<file path="config.mk">
export PLATFORM = sky130hd
export DESIGN_NAME = tcw_csr
export DESIGN_NICKNAME = d
export VERILOG_FILES = /design/src/rtl/core/tcw_pkg.sv /design/src/rtl/core/tcw_csr.sv
export SDC_FILE = /design/constraint.sdc
export NUM_CORES = 1
export LEC_CHECK = 0
export BUFFER_PORTS_ARGS = -buffer_cell sky130_fd_sc_hd__buf_2
export CAP_MARGIN = 15
export CORE_ASPECT_RATIO = 1.5
export CORE_UTILIZATION = 37
export DETAILED_ROUTE_END_ITERATION = 8
export PLACE_DENSITY = 0.8
export RECOVER_POWER = 100
export SKIP_LAST_GASP = 1
export SLEW_MARGIN = 20
export SYNTH_ARGS = -nofsm -noshare
export SYNTH_HDL_FRONTEND = slang
export SYNTH_SLANG_ARGS = --single-unit
</file>
<file path="constraint.sdc">
create_clock -name clock -period 0.8 [get_ports clock]
set_input_delay 0.08 -clock clock [delete_from_list [all_inputs] [get_ports clock]]
set_output_delay 0.08 -clock clock [all_outputs]
set_load 0.01 [all_outputs]
</file>
<file path="src/rtl/core/tcw_pkg.sv">
// ----------------------------------------------------------------------------
// tcw_pkg
// Shared types, codes and constants of the text console writer.
// ----------------------------------------------------------------------------
`default_nettype none

package tcw_pkg;

   // field widths
   localparam int FUNC_W = 3;
   localparam int CHAR_W = 8;
   localparam int GCOL_W = 7;
   localparam int GROW_W = 5;
   localparam int RIDX_W = 11;
   localparam int POS_W  = 11;
   localparam int ATTR_W = 8;
   localparam int CELL_W = CHAR_W + ATTR_W;

   // configuration port
   localparam int CSR_ADDR_W = 3;
   localparam int CSR_DATA_W = 32;
   localparam logic REG_TEXT_COLOR  = 1'b0;
   localparam logic REG_BLANK_COLOR = 1'b1;

   // function codes
   localparam logic [FUNC_W-1:0] FUNC_PUT    = 3'd0;
   localparam logic [FUNC_W-1:0] FUNC_GOTO   = 3'd1;
   localparam logic [FUNC_W-1:0] FUNC_CLEAR  = 3'd2;
   localparam logic [FUNC_W-1:0] FUNC_SCROLL = 3'd3;
   localparam logic [FUNC_W-1:0] FUNC_READ   = 3'd4;

   // character codes
   localparam logic [CHAR_W-1:0] CH_NEWLINE   = 8'd10;
   localparam logic [CHAR_W-1:0] CH_BACKSPACE = 8'd8;
   localparam logic [CHAR_W-1:0] CH_BLANK     = 8'd0;

   // attribute of every cell after reset, and reset value of both colors
   localparam logic [ATTR_W-1:0] RESET_ATTR = 8'd7;

   // cursor update codes
   localparam logic [2:0] CUR_HOLD    = 3'd0;
   localparam logic [2:0] CUR_ADVANCE = 3'd1;
   localparam logic [2:0] CUR_NEWLINE = 3'd2;
   localparam logic [2:0] CUR_BACK    = 3'd3;
   localparam logic [2:0] CUR_GOTO    = 3'd4;
   localparam logic [2:0] CUR_HOME    = 3'd5;
   localparam logic [2:0] CUR_UP_SAT  = 3'd6;

   // cell store write codes
   localparam logic [2:0] MEM_NONE       = 3'd0;
   localparam logic [2:0] MEM_CUR_CHAR   = 3'd1;
   localparam logic [2:0] MEM_CUR_BLANK  = 3'd2;
   localparam logic [2:0] MEM_MOVE       = 3'd3;
   localparam logic [2:0] MEM_FILL_BLANK = 3'd4;
   localparam logic [2:0] MEM_FILL_INIT  = 3'd5;

   // walk counter codes
   localparam logic [1:0] WALK_HOLD   = 2'd0;
   localparam logic [1:0] WALK_ZERO   = 2'd1;
   localparam logic [1:0] WALK_BOTTOM = 2'd2;
   localparam logic [1:0] WALK_INC    = 2'd3;

   typedef struct packed {
      logic [FUNC_W-1:0] func;
      logic [CHAR_W-1:0] char_code;
      logic [GCOL_W-1:0] goto_col;
      logic [GROW_W-1:0] goto_row;
      logic              scroll_dir;
      logic [RIDX_W-1:0] read_index;
   } req_type;

   typedef struct packed {
      logic [POS_W-1:0]  cursor_pos;
      logic [CHAR_W-1:0] read_char;
      logic [ATTR_W-1:0] read_attr;
   } rsp_type;

   typedef struct packed {
      logic       load;
      logic [2:0] cur_op;
      logic [2:0] mem_op;
      logic [1:0] walk_op;
      logic       move_rd;
      logic       move_up;
      logic       rd_cell;
      logic       out_load;
   } cmd_type;

   typedef struct packed {
      logic [FUNC_W-1:0] func;
      logic              is_newline;
      logic              is_backspace;
      logic              at_origin;
      logic              col_last;
      logic              row_last;
      logic              scroll_up;
      logic              move_end;
      logic              fill_end;
      logic              fill_top_end;
   } status_type;

endpackage

`default_nettype wire

</file>
<file path="src/rtl/core/tcw_csr.sv">
// ----------------------------------------------------------------------------
// tcw_csr
// APB-style register file holding the text and blank attribute bytes.
// ----------------------------------------------------------------------------
`default_nettype none

module tcw_csr (
   input  wire logic                            clock,
   input  wire logic                            reset,
   input  wire logic                            psel,
   input  wire logic                            penable,
   input  wire logic                            pwrite,
   input  wire logic [tcw_pkg::CSR_ADDR_W-1:0]  paddr,
   input  wire logic [tcw_pkg::CSR_DATA_W-1:0]  pwdata,
   output logic      [tcw_pkg::CSR_DATA_W-1:0]  prdata,
   output logic                                 pready,
   output logic      [tcw_pkg::ATTR_W-1:0]      text_color,
   output logic      [tcw_pkg::ATTR_W-1:0]      blank_color
);

   import tcw_pkg::*;

   logic              reg_sel;
   logic              wr_go;
   logic [ATTR_W-1:0] text_color_ff, text_color_in;
   logic [ATTR_W-1:0] blank_color_ff, blank_color_in;
   logic [ATTR_W-1:0] rd_value;

   // registers sit on 4-byte strides
   assign reg_sel = paddr[2];
   assign pready  = 1'b1;
   assign wr_go   = psel && penable && pwrite && pready;

   always_comb begin
      text_color_in  = text_color_ff;
      blank_color_in = blank_color_ff;
      rd_value       = text_color_ff;
      unique case (reg_sel)
         REG_TEXT_COLOR: begin
            rd_value = text_color_ff;
            if (wr_go) text_color_in = pwdata[ATTR_W-1:0];
         end
         REG_BLANK_COLOR: begin
            rd_value = blank_color_ff;
            if (wr_go) blank_color_in = pwdata[ATTR_W-1:0];
         end
         default: rd_value = text_color_ff;
      endcase
   end

   always_ff @(posedge clock) begin
      if (reset) begin
         text_color_ff  <= RESET_ATTR;
         blank_color_ff <= RESET_ATTR;
      end else begin
         text_color_ff  <= text_color_in;
         blank_color_ff <= blank_color_in;
      end
   end

   assign prdata      = CSR_DATA_W'(rd_value);
   assign text_color  = text_color_ff;
   assign blank_color = blank_color_ff;

endmodule

`default_nettype wire

</file>
# Word level (Yosys, flattened, before mapping)
# Cells that the tools add are included.
[classes]
n_reduce_logical = 4
bitwise = 1
mux = 1
[ops]
columns = ["operator", "count"]
rows = [
  ["$pmux W8 S2", 1],
  ["$reduce_and A2 Y1", 2],
  ["$logic_and A1 B1 Y1", 2],
  ["$not A1 Y1", 1],
]
[totals]
output_inout_bits = 49
register_bits = 16
input_bits = 40

# Longest topological paths before layout
# Gate-level depths: netlist of the first run.
[logic_depth]
ltp_word = 3
ltp_mapped = 4
mapped_depth_nobuf = 2

# Least setup slack after synthesis of the first run
# OpenSTA, ideal clock, no wires.
[synth_timing]
path_type = "in2reg"
start = "input paddr[2] (netlist name)"
end = "register text_color_ff[1] (netlist: text_color[1])"
cell_stages = 4
arrival_time_ns = 0.605
path_slack_ns = 0.074
required_time_ns = 0.679
setup_ns = 0.121
n_path_buf = 2
path_cell_list = "buf_6 > nand4b_4 > buf_6 > mux2i_1"
[synth_via]
elab_chain_cells = 2
[synth_rtl]
columns = ["element", "line_no", "text"]
rows = [
  ["start: declaration", "tcw_csr.sv:13", "input wire logic [tcw_pkg::CSR_ADDR_W-1:0] paddr,"],
  ["$not A1 Y1", "--", ""],
  ["$reduce_and A2 Y1 (no line)", "--", ""],
  ["end signal: assignment", "tcw_csr.sv:56", "text_color_ff <= text_color_in;"],
  ["end: declaration", "tcw_csr.sv:25", "logic [ATTR_W-1:0] text_color_ff, text_color_in;"],
]
# No other way between the ends.
# A chain may end at the register's enable or synchronous reset.

# Worst setup path in the final report of the first run
[layout_timing]
start = "register text_color_ff[0] (netlist: text_color[0])"
end = "output prdata[0] (netlist name)"
[layout_via]
elab_chain_cells = 1
[layout_rtl]
columns = ["element", "line_no", "text"]
rows = [
  ["$pmux W8 S2", "tcw_csr.sv:38", "unique case (reg_sel)"],
  ["end: declaration", "tcw_csr.sv:15", "output logic [tcw_pkg::CSR_DATA_W-1:0] prdata,"],
]
# No other way between the ends.

==> results.md, run 1 <==
* Status: complete, but fails checks
* Failing checks: DRC, setup timing
* Peak VDD IR at 0.7764 mV
* Hold path startpoint: pwdata[3]
* Worst-skew pair later-pin latency at 0.27 ns
* Tot GR Track Use at 15.77%
* H-tree depth at 1
* Met1 Usage GRT at around 16%
* Clock slew at reported path FFs at ~0.090 ns
* Clk root buf: clkbuf_4
* Layout Cells excl Fill at 180
* IO buf count at 37
* Die W at between 40 and 50 um
* Layout cells sized above 1 at a little under three fifths
* CP required at 0.72 ns
* Hold Crit Class: input pin to flop
* Worst reg2reg startpoint: blank_color[5]
* ANT nets after route at 0
* Wire length per cell at 12.47 um
* Final worst path period share at 135.4%
* Total inserted antenna cells at 0
* Avg Synthesized Cell Area at 9.807 um^2
* Critical Path Start: text_color[0]
* Reg-to-Reg End: blank_color[5]
* First-pass GRT wire length at ~3300 um
* Number of global-route vias before repair at about 750
* Yosys reg bits at 16
* Initial core utilization at 39.19%
* DRC Markers at 8
* Layout Skew at 0 ns
* Endpoint class of the critical path: output pin
* Hold Path Stages at 3
* Clk sinks at 16
* RD Place Congestion at 0.6844
* Crit path kind: flop to output pin
* Placed Instances at 159
* Global-route met2 utilization at 30.78%
* DRT Pass-1 Iters at 6
* Setup-failing EPs final at 26
* Core Region at between 2000 and 2500 um^2
* Vias per inst at around 4.5
* CP max FO at 2
* Final design utilization at around 60%
* Cts bufs inserted at 3
* PwrDens at 1056 nW/um^2
* Final worst slack at -0.2832 ns
* Total gr overflow at 0
* R2R cell count at 5
* RSZ-0062 raised after global routing: yes
* Min Tclk post-route at around 1.1 ns
* Power Total at 1.579 mW
* Post-detailed-routing wire length at approximately 2200 um
* FF-to-FF setup slack at -0.10 ns
* Synth-to-layout area growth at 53.99%
* Cts hold-fix bufs at 0
* Largest net degree at the start of global routing at 25
* CTS tree: done
* Vias at 805
* Io pins at 89
* Type of origin of the critical path: flop
* CTS Buffer Depth at 2
* Final hold violation count at 0
* Seq/Total Area, Yosys at about a third
* Final Net Count at between 150 and 200
* Cells after Synth at 99
* GRT Max-Usage Layer: met2
* Max Cap Viol at 0
* Worst Hold End: text_color[3]
* Die area at 2837 um^2
* Number of synthesis warnings at 0
* Post-DP HPWL at approximately 1400 um
* Synthesized area at around 970 um^2
* M3 GR Usage at 0.8357%
* Max frequency at 923.2 MHz
* P_leak at just under 0.8 nW
* Chip height at 64.74 um
* Crit path DAT at 1.00 ns
* Initial antenna violation count at 0
* Slew Viols, Final at 0
* Detailed Route Iter0 Violations at 16
* Yosys cell types at 13
* Rows at 22
## how the worst max path moves through the flow
stage / end / slack (ns) / depth (start not counted)
floorplan: text_color[1] / 0.07 / 4
global placement: prdata[1] / -0.09 / 4
detailed placement: prdata[6] / -0.11 / 4
CTS: prdata[6] / -0.28 / 2
global route: prdata[0] / -0.32 / 2
finish: prdata[0] / -0.28 / 2
## cells in the final DEF, fill, tap and decap left out, drive strengths merged
| master | n |
|---|---|
| nand2b | 15 |
| dfxtp | 16 |
| mux2i | 16 |
| mux2 | 8 |
| clkbuf | 3 |
| buf | 61 |
| nand4 | 1 |
| and4 | 1 |
| conb | 25 |
| nand4b | 1 |
| nor2 | 9 |
## sequential cells by signal, indices dropped and copies added (netlist names)
| name | cells |
|---|---|
| blank_color | 8 |
| text_color | 8 |
## area by class of cell
cell class              instances  area [um^2]
fillers                       209        982.2
clock buffers                   3        22.52
multi-input cells              76        525.5
well taps                      24        30.03
repair buffers                 61        580.6
flip-flops and latches         16        336.6
## report_power, final
group | leakage [nW] | total, mW | switching, mW | internal [mW]
combinational | 0.630 | 0.343 | 0.169 | 0.174
sequential | 0.131 | 0.828 | 0.0121 | 0.816
clock | 0.0138 | 0.408 | 0.234 | 0.174
## synthesized netlist by cell type
| master | count | share of area (%) |
|---|---|---|
| and4_1 | 1 | 0.90 |
| nand2b_1 | 15 | 9.7 |
| buf_4 | 26 | 20 |
| buf_6 | 2 | 2.3 |
| mux2_2 | 8 | 9.3 |
| buf_2 | 1 | 0.51 |
| dfxtp_1 | 16 | 33 |
| mux2i_1 | 16 | 16 |
| conb_1 | 2 | 0.77 |
| nand4_1 | 1 | 0.64 |
| clkbuf_1 | 1 | 0.39 |
| nor2_1 | 9 | 3.5 |
| nand4b_4 | 1 | 2.4 |
## timing repair
action | 4_1_cts | 5_1_grt
buffers inserted | 12 | 8
resized for setup | 46 | 12
setup endpoints to repair | 24 | 25
## layer usage
layer / vias up / part of all wire, %
met1: 375 / 36
li1: 385 / -
met5: - / 0
met4: 0 / 1.2
met3: 2 / 3.9
met2: 43 / 59
## cell families after synthesis
kind of cell           count (synthesis)  synth area share (%)
muxes                                 24                 25.77
other                                  2                0.7735
buffers and inverters                 30                 23.32
and+or+nand+nor                       27                 17.14
DFF                                   16                 32.99
## worst max-delay path, cell delays in order, from the launching register on
cell	delay (ns)
dfxtp_2	0.34
mux2_4	0.27
buf_6	0.12
## stage by stage
step                TNS (ns)  cell area (um^2)  hold WS, ns  worst slack, ns
floorplan                  0              1057       0.2510          0.07443
global placement      -1.014              1116       0.3434         -0.09405
detailed placement    -1.401              1116       0.3687          -0.1098
CTS                   -4.061              1416      0.06813          -0.2800
global route          -5.188              1495      0.08464          -0.3152
finish                -4.356              1495      0.07205          -0.2832
(Power assumes the default switching activity.)
==> inputs of run 2 (changes only) <==
--- a/config.mk
+++ b/config.mk
@@ -8,10 +8,11 @@
 export BUFFER_PORTS_ARGS = -buffer_cell sky130_fd_sc_hd__buf_2
 export CAP_MARGIN = 15
 export CORE_ASPECT_RATIO = 1.5
-export CORE_UTILIZATION = 37
+export CORE_UTILIZATION = 33
 export DETAILED_ROUTE_END_ITERATION = 8
-export PLACE_DENSITY = 0.8
+export PLACE_DENSITY = 0.76
 export RECOVER_POWER = 100
+export REMOVE_ABC_BUFFERS = 1
 export SKIP_LAST_GASP = 1
 export SLEW_MARGIN = 20
 export SYNTH_ARGS = -nofsm -noshare
==> constraint.sdc (replaced) <==
create_clock -name clock -period 0.9 [get_ports clock]
set_input_delay 0.09 -clock clock [delete_from_list [all_inputs] [get_ports clock]]
set_output_delay 0.09 -clock clock [all_outputs]
set_load 0.01 [all_outputs]
==> run 2 against run 1 <==
Compared with the run above: the run ends with setup timing left; largest power group unchanged; critical path depth stayed put; register-to-register slack improved by 0.24 ns; via count fell by 2.4%; combinational power fell by 15%; wire length shrank 2.2%; core utilization fell by 7.8 points.
==> results.md, run 2 (same netlist as run 1, synthesis figures left out) <==
* Status: complete, but fails checks
* Failing checks: setup timing
* Power Internal at 1.165 mW
* Setup-failing EPs final at 9
* CP max FO at 2
* Type of origin of the critical path: flop
* Rows at 23
* Crit path DAT at 0.96 ns
* Cts bufs inserted at 3
* Slew Viols, Final at 0
* Hold Path Stages at 3
* Max frequency at 952.6 MHz
* Total gr overflow at 0
* Clk root buf: clkbuf_8
* P_leak at 0.7243 nW
* PwrDens at about 1100 nW/um^2
* Initial antenna violation count at 0
* Hold Crit Class: input pin to flop
* ANT nets after route at 0
* Vias per inst at 4.181
* Chip height at ~68 um
* CP required at 0.81 ns
* R2R cell count at 3
* Endpoint class of the critical path: output pin
* Switch Pwr at about 0.39 mW
* Die area at around 3200 um^2
* Post-DP HPWL at 1457 um
* Total inserted antenna cells at 0
* Io pins at a little under 90
* Min Hold Slack at 0.1156 ns
* Min Tclk post-route at 1.050 ns
* RSZ-0062 raised after global routing: yes
* Final hold violation count at 0
* Power Total at between 1.5 and 2 mW
* Initial core utilization at between 30 and 40%
* Clk sinks at 16
* H-tree depth at 1
* IO buf count at 37
* Peak VDD IR at 0.6529 mV
* Layout cells sized above 1 at 48.34%
* Detailed Route Iter0 Violations at 4
* Final worst path period share at 116.6%
* Commonest non-fill, non-tap cells in the layout: 28 x buf_6, 25 x conb_1, 16 x mux2i_1, 15 x nand2b_1, 15 x buf_2
* Combinational Power Share at between 10% and 20%
* Final worst slack at -0.1498 ns
* Crit path kind: flop to output pin
* Crit-path slowest cell: dfxtp_2
* Largest net degree at the start of global routing at 25
* Cts hold-fix bufs at 0
* CTS tree: done
* Sequential cell fraction of total power at 47.4%
* Most common cell after layout, fill and taps aside: buf_6
* Max incr delay on CP at 0.32 ns
* DRC Markers at 0
* Switching share of total power at about a quarter
* Die W at 46.29 um
* Final design utilization at 52.59%
* Max Cap Viol at 0
* Final Net Count at slightly below 200
* Core Region at ~2700 um^2
* First-pass GRT wire length at 3167 um
* Worst-skew pair later-pin latency at between 0.2 and 0.25 ns
* RD Place Congestion at ~0.63
* Fill count at about 250
* Vias at 786
* Tot GR Track Use at 14.26%
* Post-detailed-routing wire length at 2195 um
* CTS Buffer Depth at 2
* CP cell instances: mux2_4, buf_6
* DP Worst Slack at -0.06402 ns
* Clock slew at reported path FFs at 0.06 ns
* DRT Pass-1 Iters at 2
* Layout Skew at 0 ns
* Setup tns final at -1.154 ns
* Wire length per cell at 11.68 um
* Number of global-route vias before repair at between 700 and 800
* Synth-to-layout area growth at 48.07%
* Clock power frac at 33.8%
[run 2: power groups by stage]
stage	Sequential, mW	Clock, mW	Combinational, mW
detailed placement	0.751	0	0.233
finish	0.736	0.524	0.292
CTS	0.735	0.540	0.269
global route	0.737	0.567	0.322
global placement	0.749	0	0.227
floorplan	0.757	0	0.115
[run 2: layout make-up]
| class | instances | area (um^2) | share of cell area (%) |
|---|---|---|---|
| repair buffers | 56 | 493.0 | 34.29 |
| flip-flops and latches | 16 | 331.6 | 23.06 |
| well taps | 37 | 46.29 | 3.220 |
| clock buffers | 3 | 41.29 | 2.872 |
| multi-input cells | 76 | 525.5 | 36.55 |
[run 2: metrics by stage]
step           instances  instance area [um^2]
2_1_floorplan         92                 830.8
6_report             188                  1438
3_5_place_dp         170                  1117
5_1_grt              188                  1438
3_3_place_gp         170                  1117
4_1_cts              185                  1330
[run 2: layer usage]
layer	track usage, %	wire length (um)
met1	15.52	855
met3	2.375	101
met2	25.70	1229
met4	6.618	8
met5	0	0
[run 2: worst max-delay path: cells and delay by family, from the launching register on]
family,cells,cell delay [ns]
mux,1,0.27
flops,1,0.32
buf+inv,1,0.12
[run 2: final timing paths]
check / startpoint / endpoint / slack, ns
max: text_color[0] / prdata[0] / -0.15
max reg2reg: blank_color[1] / blank_color[1] / 0.14
min: pwdata[2] / blank_color[2] / 0.12
min reg2reg: text_color[2] / text_color[2] / 0.53
[run 2: timing repair]
item,in CTS,in global routing
cloned,0,0
setup buffers,12,3
resized for setup,27,23
setup endpoints to repair,8,20
==> inputs of run 3 (changes only) <==
--- a/config.mk
+++ b/config.mk
@@ -13,6 +13,7 @@
 export PLACE_DENSITY = 0.76
 export RECOVER_POWER = 100
 export REMOVE_ABC_BUFFERS = 1
+export SKIP_CTS_REPAIR_TIMING = 1
 export SKIP_LAST_GASP = 1
 export SLEW_MARGIN = 20
 export SYNTH_ARGS = -nofsm -noshare
==> run 3 against run 2 <==
Compared with the run above: the run still ends with setup timing left; cell count down 3.2%; wire length shrank 7.7%; sequential cell count unchanged; core utilization shrank 5.1 points; final area down 9.7%; sequential power hardly changed; total power shrank 2.2%; first-iteration DRC count rose by 100%; worst setup slack improved by 0.0029 ns; clock-buffer cell count unchanged; global-route usage shrank 1.3 points; register-to-register slack hardly changed; largest cell class unchanged.
==> results.md, run 3 (same netlist as run 1, synthesis figures left out) <==
* CP max FO at 2
* Wire length per cell at 11.13 um
* Layout Skew at 0 ns
* Final worst path period share at 116.3%
* Setup tns final at -1.150 ns
* Crit path DAT at 0.96 ns
* Hold path startpoint: pwdata[1]
* Synth-to-layout area growth at 33.63%
* Status: complete, but fails checks
* Chip height at 68.43 um
* Min Hold Slack at 0.1190 ns
* Final instance area at 1297 um^2
* Clk root buf: clkbuf_8
* R2R cell count at 3
* Clock slew at reported path FFs at 0.06 ns
* Largest net degree at the start of global routing at 25
* Failing checks: setup timing
* Min Tclk post-route at 1.047 ns
* CP required at roughly 0.81 ns
* Crit path kind: flop to output pin
* Fill count at 260
* Type of origin of the critical path: flop
* Rows at 23
* Slew Viols, Final at 0
* Final Net Count at 187
* Die W at around 46 um
* Final worst slack at -0.1469 ns
* Final hold violation count at 0
* Commonest non-fill, non-tap cells in the layout: 29 x buf_2, 25 x conb_1, 16 x mux2i_1, 15 x nand2b_1, 14 x dfxtp_2
* Endpoint class of the critical path: output pin
* First-pass GRT wire length at 2870 um
* Post-DP Area at between 1000 and 1500 um^2
* DRT Pass-1 Iters at 2
* Total gr overflow at 0
* P_leak at 0.6765 nW
* Detailed Route Iter0 Violations at 8
* Die area at 3168 um^2
* Hold Crit Class: input pin to flop
* Reg-to-Reg End: text_color[1]
* Core Region at between 2000 and 3000 um^2
* ANT nets after route at 0
* Layout cells sized above 1 at between 50% and 60%
* DP Worst Slack at -0.06402 ns
* RSZ-0062 raised after global routing: yes
* DRC Markers at 0
* CTS Buffer Depth at 2
* Vias per inst at around 4.2
* Power Total at 1.517 mW
* Initial core utilization at a little over a third
* PwrDens at between 1000 and 1500 nW/um^2
* CTS tree: done
* RD Place Congestion at ~0.63
* H-tree depth at 1
* Initial antenna violation count at 0
* Hold Path Stages at 3
* Max Cap Viol at 0
* Number of global-route vias before repair at 657
* Max frequency at 955.2 MHz
* FF-to-FF setup slack at roughly 0.15 ns
* Vias at between 700 and 800
* Most common cell after layout, fill and taps aside: buf_2
* Post-detailed-routing wire length at about 2000 um
* IO buf count at 37
* Worst reg2reg startpoint: text_color[1]
* Post-DP HPWL at 1457 um
* Total inserted antenna cells at 0
* Setup-failing EPs final at 14
* Worst Hold End: blank_color[1]
* Clk sinks at 16
* Cts bufs inserted at 3
* Worst-skew pair later-pin latency at 0.24 ns
* Peak VDD IR at 0.6623 mV
* Io pins at 89
* Tot GR Track Use at 13.00%
## run 3: cell count changes in the layout (fill, tap and decap cells not counted), sizes merged
| cell | change |
|---|---|
| buf | -2 |
| clkbuf | -4 |
## run 3: routing by layer
| layer | global-route usage [%] | part of all wire (%) |
|---|---|---|
| met3 | 2.375 | 4.7 |
| met2 | 23.06 | 56 |
| met5 | 0 | 0 |
| met1 | 14.13 | 38 |
| met4 | 6.618 | 0.40 |
## run 3: stage by stage
step | utilization [%] | cells
after global routing | 47.46 | 182
final | 47.46 | 182
after CTS | 42.38 | 173
after detailed placement | 40.87 | 170
after global placement | 40.87 | 170
after floorplan | - | 92
## run 3: how the worst max path moves through the flow
stage | slack [ns] | start | to | depth (start not counted)
after global routing | -0.17 | blank_color[4] | prdata[4] | 2
after CTS | -0.17 | blank_color[0] | prdata[0] | 2
after detailed placement | -0.06 | paddr[2] | prdata[0] | 4
final | -0.15 | blank_color[0] | prdata[0] | 2
after floorplan | 0.19 | pwrite | blank_color[1] | 2
after global placement | -0.05 | paddr[2] | prdata[0] | 4
## run 3: layout make-up
cell class,instances,area [um^2],area share [%]
clock buffer,3,41.29,3.182
multi-input combinational,76,521.8,40.21
sequential,16,337.8,26.04
tap,37,46.29,3.568
timing repair buffer,50,350.3,27.00
## run 3: power breakdown
group | total, mW | switching [mW] | internal, mW
sequential | 0.736 | 0.00954 | 0.727
combinational | 0.262 | 0.142 | 0.119
clock | 0.519 | 0.223 | 0.296
## run 3: critical path, cell delays in order (launching register included)
cell,delay [ns]
dfxtp_2,0.32
mux2_2,0.27
buf_6,0.12
