==> config.mk <==
export PLATFORM = sky130hd
export DESIGN_NAME = tcw_ctrl
export DESIGN_NICKNAME = d
export VERILOG_FILES = /design/src/rtl/core/tcw_pkg.sv /design/src/rtl/core/tcw_ctrl.sv
export SDC_FILE = /design/constraint.sdc
export NUM_CORES = 1
export LEC_CHECK = 0
export BUFFER_PORTS_ARGS = -buffer_cell sky130_fd_sc_hd__buf_2
export CAP_MARGIN = 20
export CORE_MARGIN = 5
export CORE_UTILIZATION = 39
export DETAILED_ROUTE_END_ITERATION = 10
export HOLD_SLACK_MARGIN = 0.1
export PLACE_DENSITY = 0.68
export SYNTH_ARGS = -nofsm -noshare
export SYNTH_HDL_FRONTEND = slang
export SYNTH_SLANG_ARGS = --single-unit
==> constraint.sdc <==
create_clock -name clock -period 4.5 [get_ports clock]
set_input_delay 0.45 -clock clock [delete_from_list [all_inputs] [get_ports clock]]
set_output_delay 0.45 -clock clock [all_outputs]
set_load 0.005 [all_outputs]
==> src/rtl/core/tcw_pkg.sv <==
// ----------------------------------------------------------------------------
// tcw_pkg
// Shared types, codes and constants of the text console writer.
// ----------------------------------------------------------------------------
`default_nettype none

package tcw_pkg;

   // field widths
   localparam int FUNC_W = 3;
   localparam int CHAR_W = 8;
   localparam int GCOL_W = 7;
   localparam int GROW_W = 5;
   localparam int RIDX_W = 11;
   localparam int POS_W  = 11;
   localparam int ATTR_W = 8;
   localparam int CELL_W = CHAR_W + ATTR_W;

   // configuration port
   localparam int CSR_ADDR_W = 3;
   localparam int CSR_DATA_W = 32;
   localparam logic REG_TEXT_COLOR  = 1'b0;
   localparam logic REG_BLANK_COLOR = 1'b1;

   // function codes
   localparam logic [FUNC_W-1:0] FUNC_PUT    = 3'd0;
   localparam logic [FUNC_W-1:0] FUNC_GOTO   = 3'd1;
   localparam logic [FUNC_W-1:0] FUNC_CLEAR  = 3'd2;
   localparam logic [FUNC_W-1:0] FUNC_SCROLL = 3'd3;
   localparam logic [FUNC_W-1:0] FUNC_READ   = 3'd4;

   // character codes
   localparam logic [CHAR_W-1:0] CH_NEWLINE   = 8'd10;
   localparam logic [CHAR_W-1:0] CH_BACKSPACE = 8'd8;
   localparam logic [CHAR_W-1:0] CH_BLANK     = 8'd0;

   // attribute of every cell after reset, and reset value of both colors
   localparam logic [ATTR_W-1:0] RESET_ATTR = 8'd7;

   // cursor update codes
   localparam logic [2:0] CUR_HOLD    = 3'd0;
   localparam logic [2:0] CUR_ADVANCE = 3'd1;
   localparam logic [2:0] CUR_NEWLINE = 3'd2;
   localparam logic [2:0] CUR_BACK    = 3'd3;
   localparam logic [2:0] CUR_GOTO    = 3'd4;
   localparam logic [2:0] CUR_HOME    = 3'd5;
   localparam logic [2:0] CUR_UP_SAT  = 3'd6;

   // cell store write codes
   localparam logic [2:0] MEM_NONE       = 3'd0;
   localparam logic [2:0] MEM_CUR_CHAR   = 3'd1;
   localparam logic [2:0] MEM_CUR_BLANK  = 3'd2;
   localparam logic [2:0] MEM_MOVE       = 3'd3;
   localparam logic [2:0] MEM_FILL_BLANK = 3'd4;
   localparam logic [2:0] MEM_FILL_INIT  = 3'd5;

   // walk counter codes
   localparam logic [1:0] WALK_HOLD   = 2'd0;
   localparam logic [1:0] WALK_ZERO   = 2'd1;
   localparam logic [1:0] WALK_BOTTOM = 2'd2;
   localparam logic [1:0] WALK_INC    = 2'd3;

   typedef struct packed {
      logic [FUNC_W-1:0] func;
      logic [CHAR_W-1:0] char_code;
      logic [GCOL_W-1:0] goto_col;
      logic [GROW_W-1:0] goto_row;
      logic              scroll_dir;
      logic [RIDX_W-1:0] read_index;
   } req_type;

   typedef struct packed {
      logic [POS_W-1:0]  cursor_pos;
      logic [CHAR_W-1:0] read_char;
      logic [ATTR_W-1:0] read_attr;
   } rsp_type;

   typedef struct packed {
      logic       load;
      logic [2:0] cur_op;
      logic [2:0] mem_op;
      logic [1:0] walk_op;
      logic       move_rd;
      logic       move_up;
      logic       rd_cell;
      logic       out_load;
   } cmd_type;

   typedef struct packed {
      logic [FUNC_W-1:0] func;
      logic              is_newline;
      logic              is_backspace;
      logic              at_origin;
      logic              col_last;
      logic              row_last;
      logic              scroll_up;
      logic              move_end;
      logic              fill_end;
      logic              fill_top_end;
   } status_type;

endpackage

`default_nettype wire

==> src/rtl/core/tcw_ctrl.sv <==
// ----------------------------------------------------------------------------
// tcw_ctrl
// Sequencer: decodes a transaction and steps the datapath through it.
// ----------------------------------------------------------------------------
`default_nettype none

module tcw_ctrl (
   input  wire logic                 clock,
   input  wire logic                 reset,
   input  wire logic                 req_valid,
   output logic                      req_stall,
   output logic                      rsp_valid,
   input  wire logic                 rsp_stall,
   input  wire tcw_pkg::status_type  status,
   output tcw_pkg::cmd_type          cmd
);

   import tcw_pkg::*;

   localparam logic [3:0] S_INIT      = 4'd0;
   localparam logic [3:0] S_IDLE      = 4'd1;
   localparam logic [3:0] S_DECODE    = 4'd2;
   localparam logic [3:0] S_BS_WRITE  = 4'd3;
   localparam logic [3:0] S_MOVE      = 4'd4;
   localparam logic [3:0] S_MOVE_LAST = 4'd5;
   localparam logic [3:0] S_FILL      = 4'd6;
   localparam logic [3:0] S_FILL_TOP  = 4'd7;
   localparam logic [3:0] S_DONE      = 4'd8;

   logic [3:0] state_ff, state_in;
   logic       up_ff, up_in;
   logic       rsp_valid_ff, rsp_valid_in;

   always_comb begin
      state_in = state_ff;
      up_in    = up_ff;
      cmd      = '0;
      cmd.cur_op  = CUR_HOLD;
      cmd.mem_op  = MEM_NONE;
      cmd.walk_op = WALK_HOLD;
      cmd.move_up = up_ff;
      unique case (state_ff)
         S_INIT: begin
            cmd.mem_op  = MEM_FILL_INIT;
            cmd.walk_op = WALK_INC;
            if (status.fill_end) state_in = S_IDLE;
         end
         S_IDLE: begin
            if (req_valid) begin
               cmd.load = 1'b1;
               state_in = S_DECODE;
            end
         end
         S_DECODE: begin
            state_in    = S_DONE;
            cmd.walk_op = WALK_ZERO;
            unique case (status.func)
               FUNC_PUT: begin
                  if (status.is_newline) begin
                     cmd.mem_op = MEM_CUR_BLANK;
                     cmd.cur_op = CUR_NEWLINE;
                     up_in      = 1'b1;
                     if (status.row_last) state_in = S_MOVE;
                  end else if (status.is_backspace) begin
                     if (!status.at_origin) begin
                        cmd.cur_op = CUR_BACK;
                        state_in   = S_BS_WRITE;
                     end
                  end else begin
                     cmd.mem_op = MEM_CUR_CHAR;
                     cmd.cur_op = CUR_ADVANCE;
                     up_in      = 1'b1;
                     if (status.col_last && status.row_last) state_in = S_MOVE;
                  end
               end
               FUNC_GOTO:  cmd.cur_op = CUR_GOTO;
               FUNC_CLEAR: begin
                  cmd.cur_op = CUR_HOME;
                  state_in   = S_FILL;
               end
               FUNC_SCROLL: begin
                  up_in    = status.scroll_up;
                  state_in = S_MOVE;
                  if (status.scroll_up) cmd.cur_op = CUR_UP_SAT;
               end
               FUNC_READ:  cmd.rd_cell = 1'b1;
               default: ;
            endcase
         end
         S_BS_WRITE: begin
            cmd.mem_op = MEM_CUR_BLANK;
            state_in   = S_DONE;
         end
         S_MOVE: begin
            cmd.move_rd = 1'b1;
            cmd.mem_op  = MEM_MOVE;
            cmd.walk_op = WALK_INC;
            if (status.move_end) state_in = S_MOVE_LAST;
         end
         S_MOVE_LAST: begin
            cmd.mem_op = MEM_MOVE;
            if (up_ff) begin
               cmd.walk_op = WALK_BOTTOM;
               state_in    = S_FILL;
            end else begin
               cmd.walk_op = WALK_ZERO;
               state_in    = S_FILL_TOP;
            end
         end
         S_FILL: begin
            cmd.mem_op  = MEM_FILL_BLANK;
            cmd.walk_op = WALK_INC;
            if (status.fill_end) state_in = S_DONE;
         end
         S_FILL_TOP: begin
            cmd.mem_op  = MEM_FILL_BLANK;
            cmd.walk_op = WALK_INC;
            if (status.fill_top_end) state_in = S_DONE;
         end
         S_DONE: begin
            if (!rsp_valid_ff || !rsp_stall) begin
               cmd.out_load = 1'b1;
               state_in     = S_IDLE;
            end
         end
         default: state_in = S_IDLE;
      endcase
   end

   always_comb begin
      rsp_valid_in = rsp_valid_ff;
      if (cmd.out_load)   rsp_valid_in = 1'b1;
      else if (!rsp_stall) rsp_valid_in = 1'b0;
   end

   always_ff @(posedge clock) begin
      if (reset) begin
         state_ff     <= S_INIT;
         up_ff        <= 1'b0;
         rsp_valid_ff <= 1'b0;
      end else begin
         state_ff     <= state_in;
         up_ff        <= up_in;
         rsp_valid_ff <= rsp_valid_in;
      end
   end

   assign req_stall = (state_ff != S_IDLE);
   assign rsp_valid = rsp_valid_ff;

endmodule

`default_nettype wire

# Yosys cells after proc, flatten, opt, wreduce, memory -nomap -nowiden
# Cells that the tools add are included.
[op_classes]
n_reduce_logical = 12
eq_ne = 21
muxes = 37
[op_table]
columns = ["operator", "count"]
rows = [
  ["$mux W4", 11],
  ["$pmux W4 S9", 1],
  ["$eq A4 B3 Y1 const B", 4],
  ["$pmux W3 S5", 1],
  ["$mux W1", 13],
  ["$ne A2 B2 Y1 const B", 6],
  ["$pmux W3 S4", 1],
  ["$pmux W4 S3", 1],
  ["$mux W3", 3],
  ["$eq A4 B2 Y1 const B", 2],
  ["$eq A3 B2 Y1 const B", 2],
  ["$mux W2", 3],
  ["$mux W6", 1],
  ["$pmux W2 S3", 1],
  ["$reduce_and A6 Y1", 1],
  ["$eq A4 B1 Y1 const B", 1],
  ["$eq A4 B4 Y1 const B", 1],
  ["$logic_not A4 Y1", 1],
  ["$ne A4 B1 Y1 const B", 1],
  ["$reduce_or A2 Y1", 2],
  ["$reduce_or A4 Y1", 1],
  ["$eq A3 B1 Y1 const B", 1],
  ["$eq A3 B3 Y1 const B", 1],
  ["$logic_not A3 Y1", 1],
  ["other kinds (8)", 9],
]
[totals]
out_inout_bits = 15
input_bits = 16
elab_cells = 73
ff_bits = 6

# Longest topological paths before layout
# Gate-level depths: netlist (run 1).
[depth]
depth_word = 6
depth_mapped = 6

# Worst setup path before layout (run 1)
# OpenSTA, ideal clock, no wires.
[synth_path]
path_kind = "input to output"
startpoint = "input port status[10] (netlist name)"
endpoint = "output port cmd[7] (netlist name)"
n_path_buf = 1
setup_slack_ps = 2748
arrival_ps = 1302
cell_stages = 5
path_cell_list = "clkbuf_1 > nor4b_1 > o21ai_0 > mux2_2 > nor2_1"
[synth_lines]
columns = ["element", "line", "rtl"]
rows = [
  ["start: declaration", "tcw_ctrl.sv:14", "input wire tcw_pkg::status_type status,"],
  ["end: declaration", "tcw_ctrl.sv:15", "output tcw_pkg::cmd_type cmd"],
]

==> impl_metrics.ini, run 1 <==
[critical_path]
crit_path_cell_trace = nor3_2 > nand3_2 > o41ai_1 > buf_2
cp_data_arrival_time_ns = 1.77
reg2reg_slack_ns = 2.78
end_kind = output pin
cp_num_buf_inv = 1
crit_family = simple AND/OR/NAND/NOR gates
cpPeakStageDelay_ns = 0.47
crit_slowest_cell = dfxtp_1
cp_max_fo = 17
r2r-start = state_ff[2]$_SDFFE_PP0P_
reg2reg_to = state_ff[1]$_SDFFE_PP0P_
cp_data_required_time_ns = 4.05
startpoint_type = register
critical_path_class = register to output pin
r2r_cells = 4

[route]
num_vias = 791
first_iter_violations = 12
wire_per_inst_um = 12.7
dr.pass1.iters = 4
vias_per_cell = 5.49
drc_errors = 0
postRouteAntennaNets = 0
drt-total-wl_mm = 1.83

[sta]
final.setup.tns_ns = 0
clock.fmax_mhz = 450
relSlewSlack_pct = 60.7
fin_hold_ws_ns = 0.489
fin_crit_sh_pct = 49.4
setup_ws_ns = 2.28
period_needed_ns = 2.22
hold_viol_final = 0
setup_viol_count_final = 0
worstMarginPinSlew_ns = 0.588
rsz0062_at_grt = no
drv_slew = 0
clock_skew_ns = 0.0126

[cells_and_area]
diodes = 0
most-common-layout-cells = buf_2 (30), a21oi_1 (9), nor2_1 (9)
layout-drive-gt1-share_pct = 37.8
final_common_cell = buf_2
fin_area_um2 = 845
area_growth_pct = 22.5
nNetsFinal = 137

[floorplan]
die_w_um = 52.0
row_count = 15
die_area_um2 = 2710
core_um2 = 1710
initial_core_util_pct = 40.4
ioPinCount = 31
die_y_um = 52.0

[global_routing]
grt_pass1_vias = 694
grt_max_degree = 19
antenna_found_initial = 0
grt_pass1_wl_mm = 2.94
grt_overflow = 0
grt_usage_pct = 14.4

[synthesis]
avgSynthCellArea_um2 = 7.26
yosysSeqAreaShare_pct = 17.4
syn_area_um2 = 689
synth_cells = 95
synth_warnings = 0
ys_seq_elements = 6
ys_types = 42
synth_fp_nets = 111

[power_and_ir_drop]
leakage_nw = 0.349
ir_drop_uv = 148
power_mw = 0.339
p_per_area_nw_per_um2 = 401

[clock_tree]
cts_buffers = 3
cts_tree = yes
clock_path_buffers = 2
cts_resized = 0
cts_hold_buffers = 0
clkTransAtPathRegs_ns = 0.06
htree_levels = 1
worst_skew_pair.late_latency_ns = 0.26
post_cts_buffers = 0
clock-root-buffer = clkbuf_4
cts.sinks = 6

[hold_path]
hold_class = input port to register
worstHoldStart = reset
holdPathStages = 2
worstHoldEndpoint = state_ff[3]$_SDFFE_PP0P_

[placed_design]
io_buffers = 30
dpl.hpwl_mm = 1.40
finalWeightedCongestion = 0.772
place_area_um2 = 822
place_ws_ns = 2.57

[outcome]
status = finished clean

[run]
drv_cap = 0
-- worst reg2reg max path: cells and delay by family, from the launching register on --
family | cells | cell delay (ns)
DFF | 1 | 0.47
and+or+nand+nor | 3 | 0.93
AOI/OAI and AO/OA | 1 | 0.23
-- where the power goes --
part           internal (mW)  switching [mW]  total [mW]
Clock                 0.0305          0.0242      0.0547
Combinational         0.0970          0.0931       0.190
Sequential            0.0626          0.0314      0.0939
-- registers in the layout, indices dropped and copies added, names as in the netlist --
signal / flops
rsp_valid: 1
state_ff: 4
up_ff: 1
-- how the worst max path moves through the flow --
stage                                   startpoint  endpoint  depth (start not counted)
final                     state_ff[2]$_SDFFE_PP0P_    cmd[6]                          4
after detailed placement  state_ff[2]$_SDFFE_PP0P_    cmd[6]                          4
after CTS                 state_ff[2]$_SDFFE_PP0P_    cmd[6]                          4
after global placement                  status[10]    cmd[7]                          6
after floorplan                         status[10]    cmd[7]                          5
after global routing      state_ff[2]$_SDFFE_PP0P_    cmd[6]                          4
-- layer usage --
metal / wire [um] / vias to the layer above / part of all wire [%] / GRT usage [%]
met5: 0 / - / 0 / 0
met3: 168 / 4 / 9.2 / 5.44
met4: 31 / 0 / 1.7 / 5.24
met2: 806 / 31 / 44 / 22.4
li1: - / 398 / - / -
met1: 825 / 358 / 45 / 17.9
-- cell type report --
class	instances	area, um2
Fill cell	180	863
Clock buffer	3	22.5
Timing Repair Buffer	30	150
Multi-Input combinational cell	76	505
Tap cell	25	31.3
Inverter	4	15.0
Sequential cell	6	120
-- cells in the mapped netlist, drive strengths merged --
library cell  instances  area [um2]
nor4b                 2        32.5
nor4                  1        6.26
buf                   6        37.5
mux2i                 1        10.0
and3                  2        12.5
nor2                 10        45.0
or3                   2        12.5
or2b                  1        7.51
a32o                  1        10.0
inv                   4        15.0
mux2                  1        11.3
nand3                 3        20.0
o32ai                 1        8.76
o22ai                 1        6.26
o211ai                1        7.51
and3b                 1        8.76
and2                  1        6.26
a32oi                 1        8.76
o21ba                 1        10.0
a31oi                 1        6.26
a311oi                3        32.5
o41ai                 1        8.76
or2                   3        18.8
or4b                  1        13.8
nand2b                2        12.5
a21oi                10        53.8
nor3                  5        30.0
nand2                 4        15.0
a211oi                1        7.51
clkbuf                3        11.3
dfxtp                 6         120
o21ai                 7        35.0
nor2b                 4        25.0
nor3b                 3        22.5
-- logic make-up (layout without fill, tap and decap cells) --
family / after synthesis / after routing / synth area share [%]
simple gates: 45 / 45 / 41.9
compound gates: 29 / 29 / 28.3
buf+inv: 13 / 37 / 9.25
flops: 6 / 6 / 17.4
mux: 2 / 2 / 3.09
-- stage by stage --
step / std cells / utilization, %
floorplan: 95 / -
global placement: 141 / 48.1
detailed placement: 141 / 48.1
CTS: 144 / 49.5
global route: 144 / 49.5
finish: 144 / 49.5
Note: power is estimated with default switching activity, not from simulation.
==> run 2: changes to the inputs <==
--- a/config.mk
+++ b/config.mk
@@ -5,13 +5,14 @@
 export SDC_FILE = /design/constraint.sdc
 export NUM_CORES = 1
 export LEC_CHECK = 0
+export ABC_AREA = 1
 export BUFFER_PORTS_ARGS = -buffer_cell sky130_fd_sc_hd__buf_2
 export CAP_MARGIN = 20
 export CORE_MARGIN = 5
 export CORE_UTILIZATION = 39
 export DETAILED_ROUTE_END_ITERATION = 10
 export HOLD_SLACK_MARGIN = 0.1
-export PLACE_DENSITY = 0.68
+export PLACE_DENSITY = 0.71
 export SYNTH_ARGS = -nofsm -noshare
 export SYNTH_HDL_FRONTEND = slang
 export SYNTH_SLANG_ARGS = --single-unit
==> constraint.sdc (replaced) <==
create_clock -name clock -period 1.8 [get_ports clock]
set_input_delay 0.18 -clock clock [delete_from_list [all_inputs] [get_ports clock]]
set_output_delay 0.18 -clock clock [all_outputs]
set_load 0.005 [all_outputs]
==> impl_metrics.ini, run 2 <==
[clock_tree]
cts_buffers = 3
clkTransAtPathRegs_ns = 0.04
cts.sinks = 6
cts_hold_buffers = 0
clock-root-buffer = clkbuf_4
htree_levels = 1
cts_tree = yes
worst_skew_pair.late_latency_ns = 0.24
clock_path_buffers = 2

[synthesis]
synth_cells = 128
ys_seq_elements = 6
synth_top_cells_by_area = nand2_1 (21%), dfxtp_1 (18%), inv_1 (13%)
ys_top_cells_by_count = nand2_1 (38), inv_1 (24), nor2_1 (16)
async_flop_share_pct = 0
avgSynthCellArea_um2 = 5.33
ys.flop_type = dfxtp_1
yosysSeqAreaShare_pct = 17.6
synth_warnings = 0
synth_fp_nets = 144
synth_edf_count = 0
synth_top_area_share_pct = 20.9
ys_types = 19
syn_area_um2 = 682
yosysMostFrequentCell = nand2_1
yosysTopAreaCell = nand2_1

[sta]
worstMarginPinSlew_ns = 0.303
drv_slew = 0
relSlewSlack_pct = 79.6
period_needed_ns = 1.61
fin_crit_sh_pct = 89.6
clock.fmax_mhz = 620
clock_skew_ns = 0.00169
rsz0062_at_grt = no
setup_viol_count_final = 0
hold_viol_final = 0
final.setup.tns_ns = 0

[global_routing]
grt_usage_pct = 14.4
antenna_found_initial = 0
grt_max_degree = 9
grt_pass1_wl_mm = 2.99
grt_pass1_vias = 765
grt_overflow = 0

[floorplan]
core_um2 = 1690
initial_core_util_pct = 40.4
die_w_um = 51.8
die_area_um2 = 2680
ioPinCount = 31
die_y_um = 51.8
row_count = 15

[critical_path]
reg2reg_slack_ns = 0.49
r2r_cells = 8
crit_slowest_cell = dfxtp_1
r2r-start = state_ff[3]$_SDFFE_PP0P_
cp_max_fo = 6
end_kind = output pin
reg2reg_to = state_ff[2]$_SDFFE_PP0P_
cp_data_required_time_ns = 1.62
cp_data_arrival_time_ns = 1.43
startpoint_type = register
cpPeakStageDelay_ns = 0.35
crit_path_cell_trace = nor2_1 > nand2_1 > nor2_4 > inv_1 > nor4_1 > buf_2
crit_family = simple AND/OR/NAND/NOR gates
critical_path_class = register to output pin
cp_num_buf_inv = 2

[cells_and_area]
top_register = state_ff
final_core_util_pct = 51.1
area_growth_pct = 26.6
final_common_cell = nand2_1
largest_reg_flops = 4
stdcell_count = 176
multi_input_area_um2 = 448
layout-drive-gt1-share_pct = 29.6
final-seq-area_um2 = 120
nNetsFinal = 177
diodes = 0
most-common-layout-cells = nand2_1 (38), buf_2 (30), inv_1 (24)
fillers = 193

[placed_design]
io_buffers = 30
dpl.hpwl_mm = 1.50
finalWeightedCongestion = 0.932
place_inst = 172

[power_and_ir_drop]
ir_drop_uv = 652
power_mw = 0.903
p_per_area_nw_per_um2 = 1050
leakage_nw = 0.513

[run]
drv_cap = 0

[hold_path]
worstHoldStart = reset
hold_class = input port to register
holdPathStages = 2
worstHoldEndpoint = state_ff[0]$_SDFFE_PP0P_

[route]
drt-total-wl_mm = 1.74
vias_per_cell = 4.89
drc_errors = 0
first_iter_violations = 15
postRouteAntennaNets = 0
wire_per_inst_um = 9.88
dr.pass1.iters = 4
num_vias = 861

[outcome]
status = finished clean
==> run 2: cell types whose count changed in the layout (fill, tap and decap cells not counted), sizes merged, moves of 3 or more <==
cell / delta
nor2: +10
or2: -3
inv: +21
nor3b: -3
o21ai: -3
a311oi: -3
nand2: +39
nand3: +9
nor3: -3
nor2b: -4
==> run 2: power by group <==
part	internal (mW)	leakage, nW	switching, mW
sequential	0.160	0.0488	0.0461
clock	0.0753	0.0138	0.0469
combinational	0.233	0.451	0.342
total	0.468	0.513	0.435
==> run 2: worst max path at each step <==
stage	from	end	depth (start not counted)
after floorplan	state_ff[2]$_SDFFE_PP0P_	cmd[11]	5
after detailed placement	state_ff[3]$_SDFFE_PP0P_	cmd[11]	6
after global routing	state_ff[3]$_SDFFE_PP0P_	cmd[1]	6
final	state_ff[3]$_SDFFE_PP0P_	cmd[1]	6
after global placement	state_ff[2]$_SDFFE_PP0P_	cmd[1]	6
after CTS	state_ff[3]$_SDFFE_PP0P_	cmd[11]	6
==> run 2: layer usage <==
layer | routed length [um] | up-vias | GRT usage (%) | share of wire (%)
met3 | 161 | 0 | 4.30 | 9.3
li1 | - | 456 | - | -
met5 | 0 | - | 0 | 0
met4 | 0 | 0 | 3.93 | 0
met1 | 798 | 375 | 18.1 | 46
met2 | 778 | 30 | 23.7 | 45
==> run 2: worst register-to-register path, cell delays in order (launching register included) <==
cell	delay (ns)
dfxtp_1	0.35
nor2_1	0.14
nand2_1	0.12
nor2_4	0.16
buf_4	0.14
nand3_1	0.07
nand2_1	0.08
nand2_1	0.06
a21oi_1	0.13
==> run 2: final cells by class <==
type                       instances  share of cell area (%)
inverter                          25                    10.9
tap                               17                    2.46
clock buffer                       3                    2.61
multi-input combinational         94                    51.9
sequential                         6                    13.9
timing repair buffer              31                    18.3
==> run 2: cells by family (layout without fill, tap and decap cells) <==
kind of cell           count (synthesis)  after routing  share of synthesized area (%)
flip-flops                             6              6                           17.6
AO/OA/AOI/OAI                         14             14                           10.8
buffers and inverters                 28             59                           17.6
AND/OR/NAND/NOR                       80             80                           53.9
==> run 2: through the flow <==
step	setup slack, ns	hold WS (ns)	cell area [um2]
final	0.187	0.182	863
after CTS	0.137	0.174	850
after floorplan	0.590	0.249	682
after global routing	0.00106	0.186	863
after detailed placement	0.412	0.432	827
after global placement	0.430	0.427	827
==> run 2: what timing repair did <==
| action | 4_1_cts | 5_1_grt |
|---|---|---|
| buffers inserted | 0 | 1 |
| gates resized for setup | 0 | 1 |
| endpoints found under the setup margin | 0 | 2 |
==> run 3: changes to the inputs <==
==> constraint.sdc (replaced) <==
create_clock -name clock -period 1.37 [get_ports clock]
set_input_delay 0.137 -clock clock [delete_from_list [all_inputs] [get_ports clock]]
set_output_delay 0.137 -clock clock [all_outputs]
set_load 0.005 [all_outputs]
==> impl_metrics.ini, run 3 (synthesis results as in run 2) <==
[outcome]
status = finished with violations
failed_checks = negative setup slack

[clock_tree]
cts_hold_buffers = 0
clkTransAtPathRegs_ns = 0.05
worst_skew_pair.late_latency_ns = 0.25
cts.sinks = 6
htree_levels = 1
clock_path_buffers = 2
clock-root-buffer = clkbuf_4
cts_tree = yes
cts_buffers = 3

[cells_and_area]
final_common_cell = nand2_1
fin_area_um2 = 1080
most-common-layout-cells = nand2_1 (33), buf_2 (30), inv_1 (21)
nNetsFinal = 188
area_growth_pct = 58.3
diodes = 0
top_register = state_ff
layout-drive-gt1-share_pct = 50.0
largest_reg_flops = 4

[run]
drv_cap = 0

[critical_path]
path_common_cell = nor2_4
cp_max_fo = 5
cp_data_required_time_ns = 1.23
critical_path_class = register to output pin
crit_family = simple AND/OR/NAND/NOR gates
cp_num_buf_inv = 2
r2r_cells = 8
cpPeakStageDelay_ns = 0.36
crit_slowest_cell = dfxtp_4
startpoint_type = register
end_kind = output pin
crit_cells = 6
cp_data_arrival_time_ns = 1.31
crit_path_cell_trace = nor2_4 > nand2_2 > nor2_4 > inv_4 > nor4_2 > buf_2

[sta]
worstMarginPinSlew_ns = 0.335
relSlewSlack_pct = 77.5
fin_hold_ws_ns = 0.138
period_needed_ns = 1.45
hold_viol_final = 0
clock.fmax_mhz = 691
rsz0062_at_grt = yes
setup_viol_count_final = 9
fin_crit_sh_pct = 106
setup_ws_ns = -0.0769
clock_skew_ns = 0.00138
drv_slew = 0

[hold_path]
hold_class = input port to register
holdPathStages = 2

[global_routing]
grt_pass1_vias = 873
grt_usage_pct = 16.5
grt_max_degree = 9
antenna_found_initial = 0
grt_overflow = 0
grt_pass1_wl_mm = 3.41

[route]
num_vias = 927
postRouteAntennaNets = 0
vias_per_cell = 4.96
dr.pass1.iters = 4
wire_per_inst_um = 12.1
drc_errors = 0
drt-total-wl_mm = 2.27
first_iter_violations = 25

[placed_design]
io_buffers = 30
finalWeightedCongestion = 0.920
place_ws_ns = -0.0737
place_area_um2 = 835
dpl.hpwl_mm = 1.52

[floorplan]
die_w_um = 51.8
die_y_um = 51.8
ioPinCount = 31
die_area_um2 = 2680
row_count = 15
core_um2 = 1690
initial_core_util_pct = 40.4

[power_and_ir_drop]
p_per_area_nw_per_um2 = 1450
leakage_nw = 0.587
ir_drop_uv = 838
==> run 3: cell types whose count changed in the layout (fill, tap and decap cells not counted), sizes merged <==
cell  delta
buf     +11
==> run 3: repair_timing <==
action	in CTS	in global routing
setup buffers	5	6
resized for setup	15	28
pin swaps	2	13
cloned	0	0
setup endpoints to repair	9	16
==> run 3: cell type report <==
| type | instances | area, um2 |
|---|---|---|
| Timing Repair Buffer | 42 | 248 |
| Inverter | 25 | 101 |
| Sequential cell | 6 | 133 |
| Clock buffer | 3 | 22.5 |
| Tap cell | 17 | 21.3 |
| Multi-Input combinational cell | 94 | 554 |
| Fill cell | 146 | 609 |
==> run 3: through the flow <==
| stage | util, % | instances | power [mW] | TNS, ns |
|---|---|---|---|---|
| detailed placement | 49.4 | 173 | 1.03 | -0.0949 |
| CTS | 55.5 | 181 | 1.31 | -0.385 |
| floorplan | - | 128 | 0.785 | 0 |
| finish | 63.9 | 187 | 1.57 | -0.442 |
| global placement | 49.4 | 173 | 1.04 | 0 |
| global route | 63.9 | 187 | 1.71 | -1.33 |
==> run 3: worst paths after layout <==
kind,startpoint,to,slack (ns)
worst min register to register,rsp_valid$_SDFFE_PP0P_,rsp_valid$_SDFFE_PP0P_,0.49
worst max-delay path,state_ff[3]$_SDFFE_PP0P_,cmd[11],-0.08
worst min-delay path,reset,state_ff[1]$_SDFFE_PP0P_,0.14
worst max register to register,state_ff[3]$_SDFFE_PP0P_,up_ff$_SDFFE_PP0P_,0
==> run 3: layer usage <==
| metal | global-route usage [%] | share of wire (%) | up-vias |
|---|---|---|---|
| met3 | 2.01 | 6.2 | 8 |
| met2 | 27.8 | 48 | 35 |
| met1 | 19.5 | 43 | 406 |
| met4 | 10.5 | 3.0 | 0 |
| met5 | 0 | 0 | - |
| li1 | - | - | 478 |
==> run 3: power breakdown <==
part / leakage [nW] / switching [mW] / internal (mW) / total, mW
logic: 0.522 / 0.608 / 0.493 / 1.10
clock network: 0.0138 / 0.0759 / 0.0999 / 0.176
registers: 0.0514 / 0.0704 / 0.220 / 0.290
